`src/rtl/slbm_pkg.sv`:
```
// shared types and constants of the serial-loaded bank mapper
`timescale 1ns / 1ps

package slbm_pkg;

   // bus action codes
   localparam logic [1:0] ACT_CPU_READ = 2'd0;
   localparam logic [1:0] ACT_VID_READ = 2'd2;

   // result status codes
   localparam logic [1:0] STATUS_NONE   = 2'd0;
   localparam logic [1:0] STATUS_MAPPED = 2'd1;
   localparam logic [1:0] STATUS_RAM    = 2'd2;

   // configuration register indexes
   localparam logic [1:0] CSR_PRG_BANK_COUNT    = 2'd0;
   localparam logic [1:0] CSR_CHR_BANK_COUNT    = 2'd1;
   localparam logic [1:0] CSR_INITIAL_MIRRORING = 2'd2;

   // reset values and fixed masks
   localparam logic [4:0] SHIFT_RESET     = 5'h10;
   localparam logic [4:0] CTRL_RESET      = 5'h1c;
   localparam logic [4:0] CTRL_MODE_FORCE = 5'h0c;
   localparam logic [5:0] PRG_COUNT_RESET = 6'd2;
   localparam logic [1:0] MIRROR_RESET    = 2'd2;

   // bank number remainder takes one quotient bit per cycle
   localparam logic [2:0] DIV_STEPS = 3'd5;

   // commands from controller to datapath
   typedef struct packed {
      logic clear;
      logic accept;
      logic div_step;
      logic commit;
   } slbm_cmd_type;

   // status from datapath to controller
   typedef struct packed {
      logic clear_last;
      logic div_done;
   } slbm_sts_type;

endpackage

```
`src/rtl/slbm_ctrl.sv`:
```
// sequencing state machine of the mapper
`timescale 1ns / 1ps

module slbm_ctrl (
   input  logic                  clock,
   input  logic                  reset,
   input  logic                  req_valid,
   output logic                  req_ready,
   output logic                  rsp_valid,
   input  logic                  rsp_ready,
   output slbm_pkg::slbm_cmd_type cmd,
   input  slbm_pkg::slbm_sts_type sts
);

   typedef enum logic [1:0] {
      S_CLEAR,
      S_IDLE,
      S_DIVIDE,
      S_FINISH
   } state_type;

   state_type state_ff;
   state_type state_in;
   logic      rsp_valid_ff;
   logic      rsp_valid_in;
   logic      out_free;

   // output register can take a word when empty or being drained
   assign out_free = !rsp_valid_ff || rsp_ready;

   // commands follow the state
   always_comb begin
      cmd          = '0;
      state_in     = state_ff;
      rsp_valid_in = rsp_valid_ff && !rsp_ready;
      unique case (state_ff)
         S_CLEAR: begin
            cmd.clear = 1'b1;
            if (sts.clear_last) begin
               state_in = S_IDLE;
            end
         end
         S_IDLE: begin
            cmd.accept = req_valid;
            if (req_valid) begin
               state_in = S_DIVIDE;
            end
         end
         S_DIVIDE: begin
            cmd.div_step = 1'b1;
            if (sts.div_done) begin
               state_in = S_FINISH;
            end
         end
         S_FINISH: begin
            if (out_free) begin
               cmd.commit   = 1'b1;
               rsp_valid_in = 1'b1;
               state_in     = S_IDLE;
            end
         end
         default: begin
            state_in = S_IDLE;
         end
      endcase
   end

   // state and response valid
   always_ff @(posedge clock) begin
      if (reset) begin
         state_ff     <= S_CLEAR;
         rsp_valid_ff <= 1'b0;
      end else begin
         state_ff     <= state_in;
         rsp_valid_ff <= rsp_valid_in;
      end
   end

   assign req_ready = (state_ff == S_IDLE);
   assign rsp_valid = rsp_valid_ff;

endmodule

```
`config.mk`:
```
export PLATFORM = sky130hd
export DESIGN_NAME = slbm_ctrl
export DESIGN_NICKNAME = d
export VERILOG_FILES = /design/src/rtl/slbm_pkg.sv /design/src/rtl/slbm_ctrl.sv
export SDC_FILE = /design/constraint.sdc
export NUM_CORES = 1
export LEC_CHECK = 0
export CAP_MARGIN = 20
export CORE_AREA = 2 2 39 41
export CTS_CLUSTER_DIAMETER = 60
export DETAILED_ROUTE_END_ITERATION = 16
export DIE_AREA = 0 0 41 43
export DONT_BUFFER_PORTS = 1
export PLACE_DENSITY = 0.41
export SYNTH_ARGS = -nofsm -noshare
export SYNTH_HDL_FRONTEND = slang
export SYNTH_SLANG_ARGS = --single-unit
```
`constraint.sdc`:
```
create_clock -name clock -period 4.35 [get_ports clock]
set_clock_uncertainty 0.1 [all_clocks]
set_input_delay 0.6525 -clock clock [delete_from_list [all_inputs] [get_ports clock]]
set_output_delay 0.6525 -clock clock [all_outputs]
set_load 0.02 [all_outputs]
```
# After elaboration in Yosys (flattened, before gate mapping)

Index checks and enable logic that the tools add are counted.

Register bits: 3
Input port bits: 6
Output and inout port bits: 6
Logic and storage cells: 27

Eq/ne operators: 7
Muxes and demuxes: 12
Reductions and logical operators: 6

Operators by type and width:

| kind                 | number |
|---|---|
| $mux W2              | 4 |
| $ne A2 B2 Y1 const B | 4 |
| $pmux W2 S4          | 1 |
| $mux W1              | 7 |
| $eq A2 B2 Y1 const B | 2 |
| $reduce_and A4 Y1    | 1 |
| $eq A2 B1 Y1 const B | 1 |
| $logic_not A1 Y1     | 2 |
| $logic_not A2 Y1     | 1 |
| $logic_and A1 B1 Y1  | 1 |
| $logic_or A1 B1 Y1   | 1 |

# Depth between registers and ports, before layout

Depth in word-level cells: 4
Gate-level depth with buffers: 5

# Worst setup path before layout

OpenSTA, ideal clock, no wires.

Path kind: in2out
From: input rsp_ready
To: output cmd[0] (netlist name)
Data arrival time: 1.045 ns
Slack: 2.552 ns
Stages: 2
Cell sequence: nor2b_4 > and2b_2

RTL lines:

| what               | RTL line        | source |
|---|---|---|
| start: declaration | slbm_ctrl.sv:10 | `input logic rsp_ready,` |
| end: declaration   | slbm_ctrl.sv:11 | `output slbm_pkg::slbm_cmd_type cmd,` |

==> impl_metrics.ini <==
[floorplanning]
start_util_pct = 19.2
core-area_um2 = 1380
fp.dieH_um = 43
std_cell_rows = 14
dieArea_um2 = 1760
ios = 12
die_w_um = 41

[clocking]
cts_hold_buf = 0
post_cts_resized = 0
postCtsSetupRepairBufs = 0
clkLatencyLatePin_ns = 0.23
htreeDepth = 1
cts_tree = built
max-clock-path-buffers = 2
cts.clk_slew.worst_paths_ns = 0.03
root_buffer = clkbuf_4
cts_buffers = 3
numClockSinks = 3

[layout]
register_area_um2 = 60.1
drive_gt1_share_pct = 27.6
final_nets = 41
area_growth_pct = 17.5
layout_common_cells = ha_1 (5), nor2_1 (4), clkbuf_4 (3), dfxtp_1 (3)
layout_commonest_cell = ha_1
fin_util_pct = 22.5
antenna_cells = 0
fill_cells = 156
multiInputGateArea_um2 = 198

[min_path]
hp-start = reset
hold_class = in2reg

[synthesis]
synthCells = 25
ys_ff_latch = 3
synthesis.area_per_instance_um2 = 10.6
synth_area_um2 = 265
synth.top_cell.area_share_pct = 23.6
synth_nets = 36
synth_area_leader_cell = ha_1
ys_warn_count = 0
yosysSeqAreaShare_pct = 22.6
synth_cell_types = 12
synth_area_leaders = ha_1 (24%), dfxtp_1 (23%), a2111oi_4 (10%)

[timing]
setup_viol = 0
period_needed_ns = 2.01
max_slew.worst_pin.slew_ns = 0.334
hold_viol = 0
tns_ns = 0
timing.final.crit_share_pct = 46.2
rsz0062_at_grt = no
max_freq_mhz = 498
max-slew-margin-rel_pct = 77.7
finalMaxSlewViolations = 0

[placement]
gp_congestion = 0.689
io_buffers = 0
dpl.hpwl_um = 382

[grt]
grt_max_degree = 6
grt_use_total_pct = 6.81
antenna_found_initial = 0
grt_pass1_vias = 181
overflow = 0
grt_pass1_wl_um = 745

[drt]
via_count = 160
ant_nets = 0
dr.pass1.iters = 3
drc = 0
drt_iter0_markers = 5
vias_per_cell = 3.56
totalWireLength_um = 428
wire_per_inst_um = 9.51

[setup_path]
r2r_cells = 5
cp-endpoint = cmd[2]
cp.depth = 3
end_kind = primary output
slowest_stage = dfxtp_1
crit_family = flip-flops
critical_path.max_stage_delay_ns = 0.33
crit_type = reg2out
regToRegSetupSlack_ns = 2.47
critPathLaunchType = register
reg2reg_from = state_ff[0]$_SDFFE_PP0P_
crit_buf_inv = 1
cp-startpoint = state_ff[1]$_SDFFE_PP0P_
cp_data_required_time_ns = 3.60
critPathArrivalTime_ns = 1.26
crit_fanout = 4
cp_cell_sequence = inv_1 -> ha_1 -> and2_1
rr_endpoint = state_ff[0]$_SDFFE_PP0P_

[pwr]
power_density_nw_per_um2 = 714
power_mw = 0.223
vdd_drop_max_mv = 0.209
p_clk_share_pct = 21.2
p_comb_share_pct = 56.0
power.sequential.fraction_pct = 22.8
internal-power_mw = 0.130
swShare_pct = 41.7
power_leakage_nw = 0.136
power_switching_mw = 0.0927

[run_status]
status = completed

[flow_run]
drv_cap = 0
-- Yosys cell counts --
master	instances
a2111oi_4	1
and2_1	1
and2b_2	1
dfxtp_1	3
ha_1	5
inv_1	2
mux2_4	1
mux2i_1	1
nand2b_1	2
nor2_1	4
nor2b_1	2
nor2b_4	2
-- per-stage QoR --
step	worst slack [ns]	hold slack, ns	cells	cell area [um2]
finish	2.34	0.395	45	312
global route	2.26	0.385	45	312
CTS	2.31	0.386	45	312
detailed placement	2.45	0.420	41	285
global placement	2.47	0.427	41	285
floorplan	2.55	0.381	25	265
-- power by group through the flow --
stage | logic, mW | clock network (mW) | registers [mW]
2_1_floorplan | 0.115 | 0 | 0.0480
3_3_place_gp | 0.127 | 0 | 0.0519
3_5_place_dp | 0.127 | 0 | 0.0519
4_1_cts | 0.127 | 0.0498 | 0.0514
5_1_grt | 0.138 | 0.0535 | 0.0532
6_report | 0.125 | 0.0471 | 0.0508
-- cell families after synthesis --
| kind of cell | share of synthesized area, % |
|---|---|
| AOI/OAI and AO/OA | 10.4 |
| adders and majority gates | 23.6 |
| buffers and inverters | 2.83 |
| DFF | 22.6 |
| muxes | 9.43 |
| and+or+nand+nor | 31.1 |
-- worst min-delay path by stage --
stage / to / cells after the start
after CTS: rsp_valid$_SDFF_PP0_ / 1
after global routing: rsp_valid$_SDFF_PP0_ / 1
final: rsp_valid$_SDFF_PP0_ / 1
after floorplan: state_ff[1]$_SDFFE_PP0P_ / 2
after detailed placement: state_ff[1]$_SDFFE_PP0P_ / 2
after global placement: state_ff[1]$_SDFFE_PP0P_ / 2
-- sequential cells by signal, summed over array words and instances, names as in the netlist --
name / cells
rsp_valid: 1
state_ff: 2
-- routing by layer --
metal | vias up | part of all wire [%] | global-route usage (%) | wire length (um)
met5 | - | 0 | 0 | 0
met4 | 0 | 0 | 6.00 | 0
met3 | 0 | 7.7 | 5.24 | 33
met2 | 4 | 52 | 8.44 | 224
met1 | 69 | 40 | 7.03 | 170
li1 | 87 | - | - | -
-- final cells by class --
cell class	count	share of cell area, %
multi-input cells	20	63.5
flip-flops and latches	3	19.3
clock buffers	4	8.43
well taps	16	6.43
inverters	2	2.41
Power figures use the tool's default switching activity.
